File: src/rtl/sbrc_pkg.sv
// Shared constants, types and helper functions for the substitution/rotate block cipher.
package sbrc_pkg;

   localparam int ROUNDS      = 16;
   localparam int RND_W       = (ROUNDS > 1) ? $clog2(ROUNDS) : 1;
   localparam int NUM_TABLES  = 8;
   localparam int TABLE_DEPTH = 256;
   localparam int QUEUE_DEPTH = 2;
   localparam int QPTR_W      = (QUEUE_DEPTH > 1) ? $clog2(QUEUE_DEPTH) : 1;
   localparam int QCNT_W      = $clog2(QUEUE_DEPTH + 1);

   localparam logic [1:0] ACT_LOAD    = 2'd0;
   localparam logic [1:0] ACT_ENCRYPT = 2'd1;
   localparam logic [1:0] ACT_DECRYPT = 2'd2;

   typedef enum logic [1:0] {
      OP_LOAD,
      OP_ENCRYPT,
      OP_DECRYPT
   } op_type;

   typedef struct packed {
      op_type      op;
      logic [2:0]  table_number;
      logic [7:0]  table_entry;
      logic [7:0]  entry_value;
      logic [63:0] data_block;
   } item_type;

   typedef enum logic {
      BK_IDLE,
      BK_ROUND
   } back_state_type;

   function automatic logic [63:0] rotl1(input logic [63:0] x);
      return {x[62:0], x[63]};
   endfunction

   function automatic logic [63:0] rotr1(input logic [63:0] x);
      return {x[0], x[63:1]};
   endfunction

endpackage

File: src/rtl/sbrc_front.sv
// Front end: accept requests, classify the action and hand items to the queue.
module sbrc_front (
   input  logic              clock,
   input  logic              reset,
   input  logic              req_valid,
   output logic              req_stall,
   input  logic [1:0]        req_action,
   input  logic [2:0]        req_table_number,
   input  logic [7:0]        req_table_entry,
   input  logic [7:0]        req_entry_value,
   input  logic [63:0]       req_data_block,
   output logic              push_valid,
   output sbrc_pkg::item_type push_item,
   input  logic              push_full
);

   logic               front_valid_ff;
   logic               front_valid_in;
   sbrc_pkg::item_type item_ff;
   sbrc_pkg::item_type item_in;
   sbrc_pkg::item_type new_item;
   logic               keep;
   logic               accept;
   logic               push;

   assign push      = front_valid_ff && !push_full;
   assign req_stall = front_valid_ff && push_full;
   assign accept    = req_valid && !req_stall;

   always_comb begin
      new_item.table_number = req_table_number;
      new_item.table_entry  = req_table_entry;
      new_item.entry_value  = req_entry_value;
      new_item.data_block   = req_data_block;
      new_item.op           = sbrc_pkg::OP_LOAD;
      keep                  = 1'b1;
      unique case (req_action)
         sbrc_pkg::ACT_LOAD:    new_item.op = sbrc_pkg::OP_LOAD;
         sbrc_pkg::ACT_ENCRYPT: new_item.op = sbrc_pkg::OP_ENCRYPT;
         sbrc_pkg::ACT_DECRYPT: new_item.op = sbrc_pkg::OP_DECRYPT;
         default:               keep        = 1'b0;
      endcase
   end

   always_comb begin
      if (accept) begin
         front_valid_in = keep;
         item_in        = new_item;
      end else begin
         front_valid_in = front_valid_ff && !push;
         item_in        = item_ff;
      end
   end

   always_ff @(posedge clock) begin
      if (reset) begin
         front_valid_ff <= 1'b0;
      end else begin
         front_valid_ff <= front_valid_in;
      end
      item_ff <= item_in;
   end

   assign push_valid = push;
   assign push_item  = item_ff;

endmodule

File: config.mk
export PLATFORM = sky130hd
export DESIGN_NAME = sbrc_front
export DESIGN_NICKNAME = d
export VERILOG_FILES = /design/src/rtl/sbrc_pkg.sv /design/src/rtl/sbrc_front.sv
export SDC_FILE = /design/constraint.sdc
export NUM_CORES = 1
export LEC_CHECK = 0
export ABC_AREA = 1
export CAP_MARGIN = 15
export CELL_PAD_IN_SITES_DETAIL_PLACEMENT = 1
export CELL_PAD_IN_SITES_GLOBAL_PLACEMENT = 1
export CORE_UTILIZATION = 30
export DETAILED_ROUTE_END_ITERATION = 10
export DONT_BUFFER_PORTS = 1
export GPL_ROUTABILITY_DRIVEN = 0
export PLACE_DENSITY_LB_ADDON = 0.1
export SYNTH_ARGS = -nofsm -noshare
export SYNTH_HDL_FRONTEND = slang
export SYNTH_SLANG_ARGS = --single-unit
export TNS_END_PERCENT = 50
File: constraint.sdc
create_clock -name clock -period 3.7 [get_ports clock]
set_input_delay 0.555 -clock clock [delete_from_list [all_inputs] [get_ports clock]]
set_output_delay 0.555 -clock clock [all_outputs]
set_load 0.01 [all_outputs]
==> results.yml <==
status:
  status: "complete, no violations"
sta:
  min_period_over_period: 0.399
  hold_violations: 0
  hold_slack_ps: 269
  max_freq_mhz: 677
  min_period_ps: 1480
  skew_ps: 8.20
  setup_tns_ps: 0
  rsz0062_at_grt: "false"
  slew_violations: 0
  worst_pin_slew_ps: 539
  setup_viol: 0
  slew_headroom: 0.641
global_route:
  antenna_found_initial: 1
  grt-ovfl-total: 0
  grt_pass1_wl_um: 6350
  grt_max_degree: 45
  grtUsageTotal: 0.103
  grt_pass1_vias: 1050
logic_synthesis:
  yosys.area.top_type_share: 0.970
  synth-edff-count: 85
  seq_area_frac_synth: 0.978
  netlist_instances: 99
  synth_cell_types: 9
  syn-mean-instance-area_um2: 26.6
  synth-seq-cells: 86
  ys_top_cells_by_area: "edfxtp_1, dfxtp_1, inv_1, nor2_1, a21oi_2"
  async_flop_share: 0
  syn-cell-area_um2: 2630
  synth_flop_cell: "edfxtp_1"
  yosysMostFrequentCell: "edfxtp_1"
  yosys_warnings: 0
  post-synth-top-area-cell: "edfxtp_1"
  synth_commonest_cells: "edfxtp_1, inv_1, nor2_1, nand2_1"
  syn_nets: 188
flow_run:
  drv_cap: 0
worst_setup_path:
  cp-end-kind: "primary output"
  slowest_delay_ps: 350
  required_ps: 3140
  path_max_fanout: 2
  crit_chain: "inv_1 -> nor2_1"
  critical_path_class: "register to primary output"
  critPathTopFamily: "flip-flops"
  cpMaxStageDelayCell: "dfxtp_1"
  crit_arrival_ps: 920
  path_buf_inv: 1
  worst_setup_path_start_kind: "register"
pwr:
  netSwitchingPower_uw: 389
  leakage_uw: 0.000976
  seq_power_share: 0.647
  internal_power_uw: 1460
  finalPower_uw: 1850
  ir_worst_vdd_mv: 0.250
  p_per_area_nw_per_um2: 621
  comb_power_share: 0.016
  swShare: 0.211
  clkPwrFrac: 0.337
die:
  num_rows: 33
  fp.dieH_um: 95.7
  core_region_area_um2: 8340
  start_util: 0.315
  io-pin-count: 176
  die-area_um2: 9150
  die_w_um: 95.7
place:
  dp.cells: 206
  io_buffers: 0
  dpl.hpwl_um: 3650
finish:
  syn2layout_area_growth_pct: 13.0
  num_antenna_cells: 0
  layoutNonFillerInstCount: 222
  final_nets: 201
  drive_above_1_share: 0.171
detailed_routing:
  vias: 1023
  wl_per_cell_um: 22.4
  drc: 0
  ant_nets: 0
  first_iter_violations: 41
  viasPerCell: 4.61
  dr.pass1.iters: 4
  finalWirelength_um: 4970
clocking:
  clk_latency_ps: 330
  numCtsBuffers: 9
  htreeDepth: 3
  clock_sinks: 86
  cts_tree: "done"
  ctsResizeCount: 0
  clk_path_buf_depth: 2
  postCtsHoldBufs: 0
  cts_setup_buffers: 0
  cts_root_buffer: "clkbuf_8"
  clkTransAtPathRegs_ps: 80
worst_hold_path:
  worstHoldPathType: "input port to register"
==> area by class of cell <==
class / count / area [um2]
repair buffers: 2 / 15.0
clock inverters: 6 / 62.6
well taps: 105 / 131
multi-input cells: 8 / 45.0
fillers: 800 / 5370
clock buffers: 10 / 128
flip-flops and latches: 86 / 2570
inverters: 5 / 18.8
==> worst paths after layout <==
check	start	end	slack [ps]	cells after the start
max	front_valid_ff	push_valid	2220	2
min	reset	front_valid_ff	270	1
max reg2reg	front_valid_ff	push_item[81]	2280	4
min reg2reg	front_valid_ff	front_valid_ff	510	2
==> cell families (layout without fill, tap and decap cells) <==
family / count (synthesis) / count (layout) / share of synthesized area
compound gates: 1 / 1 / 0.00333
buf+inv: 5 / 23 / 0.00713
flops: 86 / 86 / 0.978
simple gates: 7 / 7 / 0.0119
==> sequential cells by signal, summed over array words and instances (netlist names) <==
signal          flops
push_item          85
front_valid_ff      1
==> power groups by stage <==
| stage | registers [uW] | clock network [uW] | logic [uW] |
|---|---|---|---|
| after floorplan | 1210 | 0 | 21.1 |
| after global placement | 1220 | 0 | 28.7 |
| after detailed placement | 1220 | 0 | 30.9 |
| after CTS | 1200 | 652 | 31.1 |
| after global routing | 1200 | 682 | 34.3 |
| final | 1200 | 622 | 30.0 |
==> stage by stage <==
step,instance area (um2),worst slack [ps],utilization
final,2970,2220,0.356
after global routing,2970,2170,0.356
after global placement,2780,2100,0.334
after detailed placement,2780,2050,0.334
after CTS,2970,2190,0.356
after floorplan,2630,394,-
==> layer usage <==
layer | up-vias | GRT usage | routed length, um
met4 | 2 | 0.0597 | 57
met3 | 7 | 0.0686 | 610
met2 | 103 | 0.167 | 2550
met1 | 504 | 0.0982 | 1730
met5 | - | 0 | 13
li1 | 407 | - | -
==> layout by cell type, fill, tap and decap left out <==
cell type,count
edfxtp_1,85
clkbuf_8,9
inv_1,4
nor2_1,3
nand2_1,2
clkinvlp_4,2
buf_4,2
nand2_2,1
inv_2,1
nor2_4,1
a21oi_2,1
clkinv_2,1
clkinv_4,1
clkinv_1,1
clkbuf_1,1
bufinv_16,1
dfxtp_1,1
Note: power is estimated with default switching activity, not from simulation.
