**config.mk**
```make
export PLATFORM = sky130hd
export DESIGN_NAME = sbrc_queue
export DESIGN_NICKNAME = d
export VERILOG_FILES = /design/src/rtl/sbrc_pkg.sv /design/src/rtl/sbrc_queue.sv
export SDC_FILE = /design/constraint.sdc
export NUM_CORES = 1
export LEC_CHECK = 0
export BUFFER_PORTS_ARGS = -buffer_cell sky130_fd_sc_hd__buf_2
export CORE_UTILIZATION = 52
export DETAILED_ROUTE_END_ITERATION = 7
export GPL_TIMING_DRIVEN = 0
export PLACE_DENSITY = 0.77
export SLEW_MARGIN = 30
export SYNTH_ARGS = -nofsm -noshare
export SYNTH_HDL_FRONTEND = slang
export SYNTH_SLANG_ARGS = --single-unit
```
**constraint.sdc**
```tcl
create_clock -name clock -period 4.17 [get_ports clock]
set_input_delay 0.417 -clock clock [delete_from_list [all_inputs] [get_ports clock]]
set_output_delay 0.417 -clock clock [all_outputs]
set_load 0.02 [all_outputs]
```
**src/rtl/sbrc_pkg.sv**
```systemverilog
// Shared constants, types and helper functions for the substitution/rotate block cipher.
package sbrc_pkg;

   localparam int ROUNDS      = 16;
   localparam int RND_W       = (ROUNDS > 1) ? $clog2(ROUNDS) : 1;
   localparam int NUM_TABLES  = 8;
   localparam int TABLE_DEPTH = 256;
   localparam int QUEUE_DEPTH = 2;
   localparam int QPTR_W      = (QUEUE_DEPTH > 1) ? $clog2(QUEUE_DEPTH) : 1;
   localparam int QCNT_W      = $clog2(QUEUE_DEPTH + 1);

   localparam logic [1:0] ACT_LOAD    = 2'd0;
   localparam logic [1:0] ACT_ENCRYPT = 2'd1;
   localparam logic [1:0] ACT_DECRYPT = 2'd2;

   typedef enum logic [1:0] {
      OP_LOAD,
      OP_ENCRYPT,
      OP_DECRYPT
   } op_type;

   typedef struct packed {
      op_type      op;
      logic [2:0]  table_number;
      logic [7:0]  table_entry;
      logic [7:0]  entry_value;
      logic [63:0] data_block;
   } item_type;

   typedef enum logic {
      BK_IDLE,
      BK_ROUND
   } back_state_type;

   function automatic logic [63:0] rotl1(input logic [63:0] x);
      return {x[62:0], x[63]};
   endfunction

   function automatic logic [63:0] rotr1(input logic [63:0] x);
      return {x[0], x[63:1]};
   endfunction

endpackage

```
**src/rtl/sbrc_queue.sv**
```systemverilog
// Short queue between the front end and the round engine.
module sbrc_queue (
   input  logic               clock,
   input  logic               reset,
   input  logic               push_valid,
   input  sbrc_pkg::item_type push_item,
   output logic               push_full,
   output logic               pop_valid,
   output sbrc_pkg::item_type pop_item,
   input  logic               pop
);

   sbrc_pkg::item_type                 entry_ff [sbrc_pkg::QUEUE_DEPTH];
   logic [sbrc_pkg::QPTR_W-1:0]        wr_ptr_ff;
   logic [sbrc_pkg::QPTR_W-1:0]        wr_ptr_in;
   logic [sbrc_pkg::QPTR_W-1:0]        rd_ptr_ff;
   logic [sbrc_pkg::QPTR_W-1:0]        rd_ptr_in;
   logic [sbrc_pkg::QCNT_W-1:0]        count_ff;
   logic [sbrc_pkg::QCNT_W-1:0]        count_in;
   logic                               do_push;
   logic                               do_pop;

   localparam logic [sbrc_pkg::QPTR_W-1:0] LastPtr = sbrc_pkg::QPTR_W'(sbrc_pkg::QUEUE_DEPTH - 1);
   localparam logic [sbrc_pkg::QCNT_W-1:0] FullCnt = sbrc_pkg::QCNT_W'(sbrc_pkg::QUEUE_DEPTH);

   assign push_full = (count_ff == FullCnt);
   assign pop_valid = (count_ff != '0);
   assign pop_item  = entry_ff[rd_ptr_ff];
   assign do_push   = push_valid && !push_full;
   assign do_pop    = pop && pop_valid;

   always_comb begin
      wr_ptr_in = wr_ptr_ff;
      rd_ptr_in = rd_ptr_ff;
      count_in  = count_ff;
      if (do_push) begin
         wr_ptr_in = (wr_ptr_ff == LastPtr) ? '0 : wr_ptr_ff + 1'b1;
      end
      if (do_pop) begin
         rd_ptr_in = (rd_ptr_ff == LastPtr) ? '0 : rd_ptr_ff + 1'b1;
      end
      if (do_push && !do_pop) begin
         count_in = count_ff + 1'b1;
      end else if (do_pop && !do_push) begin
         count_in = count_ff - 1'b1;
      end
   end

   always_ff @(posedge clock) begin
      if (reset) begin
         wr_ptr_ff <= '0;
         rd_ptr_ff <= '0;
         count_ff  <= '0;
      end else begin
         wr_ptr_ff <= wr_ptr_in;
         rd_ptr_ff <= rd_ptr_in;
         count_ff  <= count_in;
      end
      if (do_push) begin
         entry_ff[wr_ptr_ff] <= push_item;
      end
   end

endmodule

```
==> qor.txt <==
outcome: complete, no violations
Sw Pwr: 0.00153 W
CTS max path bufs: 2
HPWL after DPL: 6.96 mm
worst path required time: 3.75 ns
gr usage total: 17.6%
Post-CTS Setup Inserts: 0
Boundary Pins: 176
Vias/cell: 5.10
Slew Limit Fails: 0
CTS Hold Bufs: 0
Post-Synth Simple-Gate Area: 0.767%
PwrDens: 640 nW/um^2
via count of the first global-routing pass: 3422
Max-Cap Viols: 0
Sw Share: 29.7%
die area: 12700 um^2
FILL cells: 821
largest net degree at the start of global routing: 52
post-route cell area: 8030 um^2
number of diodes: 0
setup tns final: 0 ns
Final setup viols: 0
Clock Sink Count: 175
final core utilization: 67.1%
Placeable Area: 12000 um^2
CP Data Arrival Time: 1.73 ns
first-pass GRT wire length: 16.4 mm
RSZ-0062 raised after global routing: false
min cycle time layout: 2.14 ns
overflow left after global routing: 0
DP Area: 7480 um^2
final wirelength: 10.6 mm
synth-to-layout area growth: 26.2%
Max Fanout on Critical Path: 10
Clock power frac: 28.2%
total CTS buffers: 17
VDD IR max: 409 uV
Reg area: 5200 um^2
adder-cell share of the synthesized area: 0.197%
Chip Height: 113 um
Placer Congestion: 0.676
initial antenna violation count: 0
Initial Util: 53.2%
area of the mapped netlist: 6360 um^2
Die Wd: 113 um
worst rel slew slack: 54.6%
Power, Total: 0.00514 W
Mapped Cells: 289
clock latency on the worst-skew pair: 0.42 ns
sequential-to-total area share from yosys stat: 81.8%
Fmax achieved: 466 MHz
Routed Antenna Nets: 0
share of cells above drive strength 1: 60.8%
Clock Skew: 0.00506 ns
combinational family with the most area after synthesis: multiplexers
worst hold path type: primary input to flip-flop
Net count, final: 575
CTS tree: built
Seq cells post-synth: 175
drt pass-1 iters: 4
post-CTS resize count: 0
Initial DRC Count: 187
CTS Root Cell: clkbuf_16
# DRC: 0
internal power: 0.00361 W
DR WL/cell: 16.4 um
# rows: 40
mean post-synth cell area: 22.0 um^2
most frequent cells in the layout: buf_2, edfxtp_1, mux2_2
H-tree depth: 4
DR vias: 3288
multi-input logic area: 1070 um^2
Compound-Gate Fraction of Synth Area: 0.393%
CP Launch Type: flip-flop
Least-Margin Pin Slew: 0.681 ns
crit path capture type: output pin
worst r2r src: count_ff[0]
Comb pwr share: 27.7%
Fin. Hold Viols: 0
synth unique cells: 16
Synthesized Nets: 379
Setup CP Type: flip-flop to output pin
Post-Synth XOR/XNOR Area: 0.413%
yosys synthesis warning count: 0
clk slew on worst S/H paths: 0.06 ns
hold_sp: push_item[74]
Port Buffers: 175
commonest non-fill, non-tap cell in the layout: buf_2
sequential power share: 44.1%
total leakage power: 3.01 nW
part of the cycle the worst path needs: 51.4%
mux contribution to synthesized area: 15.0%
==> power groups by stage <==
stage,combinational (W),sequential [W],clock (W)
after floorplan,0.000986,0.00230,0
after global placement,0.00139,0.00232,0
after detailed placement,0.00144,0.00230,0
after CTS,0.00144,0.00227,0.00147
after global routing,0.00152,0.00228,0.00154
final,0.00142,0.00226,0.00145
==> cell families after synthesis <==
| logic type | Yosys count |
|---|---|
| AO/OA/AOI/OAI | 5 |
| buffers and inverters | 11 |
| AND/OR/NAND/NOR | 9 |
| adder cells (fa/ha/maj) | 1 |
| multiplexers | 85 |
| XOR/XNOR | 3 |
| flip-flops | 175 |
==> cell usage after synthesis <==
library cell	instances	share of area [%]
edfxtp_1	170	80
mux2_2	85	15
buf_6	5	0.89
dfxtp_1	5	1.6
nor2_1	4	0.24
buf_2	3	0.24
o21ai_0	3	0.24
xor2_1	3	0.41
a21oi_1	2	0.16
inv_1	2	0.12
or3_1	2	0.20
and2_1	1	0.098
buf_4	1	0.12
ha_1	1	0.20
nor2b_2	1	0.14
or2_2	1	0.098
==> stage by stage <==
stage / std cells / hold slack, ns / setup slack (ns)
5_1_grt: 645 / 0.169 / 1.93
3_5_place_dp: 613 / 0.498 / 2.17
3_3_place_gp: 611 / 0.470 / 0.0397
4_1_cts: 645 / 0.168 / 1.99
2_1_floorplan: 289 / 0.452 / 1.08
6_report: 645 / 0.184 / 2.03
==> worst paths after layout <==
path | end | slack (ns) | cells after the start
max | pop_item[48] | 2.03 | 4
min | entry_ff[0][74] | 0.18 | 1
max reg2reg | entry_ff[1][26] | 2.23 | 4
min reg2reg | wr_ptr_ff | 0.51 | 2
==> critical path, stage by stage (launching register included) <==
cell,delay (ns)
dfxtp_1,0.39
buf_4,0.24
buf_6,0.18
mux2_2,0.35
buf_2,0.16
==> state kept, by name, summed over array words and instances (netlist names), named ones only <==
signal	count
wr_ptr_ff	1
entry_ff	170
count_ff	2
rd_ptr_ff	1
==> area by class of cell <==
| cell class | count | area share, % |
|---|---|---|
| flip-flops and latches | 175 | 64.8 |
| multi-input cells | 103 | 13.4 |
| repair buffers | 177 | 11.5 |
| clock buffers | 19 | 5.39 |
| well taps | 147 | 2.29 |
| clock inverters | 13 | 1.47 |
| plain buffers | 9 | 0.982 |
| inverters | 2 | 0.156 |
==> metal layers <==
layer / wire length (um) / GRT usage (%) / vias up
li1: - / - / 1538
met1: 4120 / 19.6 / 1612
met2: 5420 / 30.1 / 120
met3: 859 / 6.43 / 18
met4: 187 / 8.44 / 0
met5: 0 / 0 / -
Power figures use the tool's default switching activity.
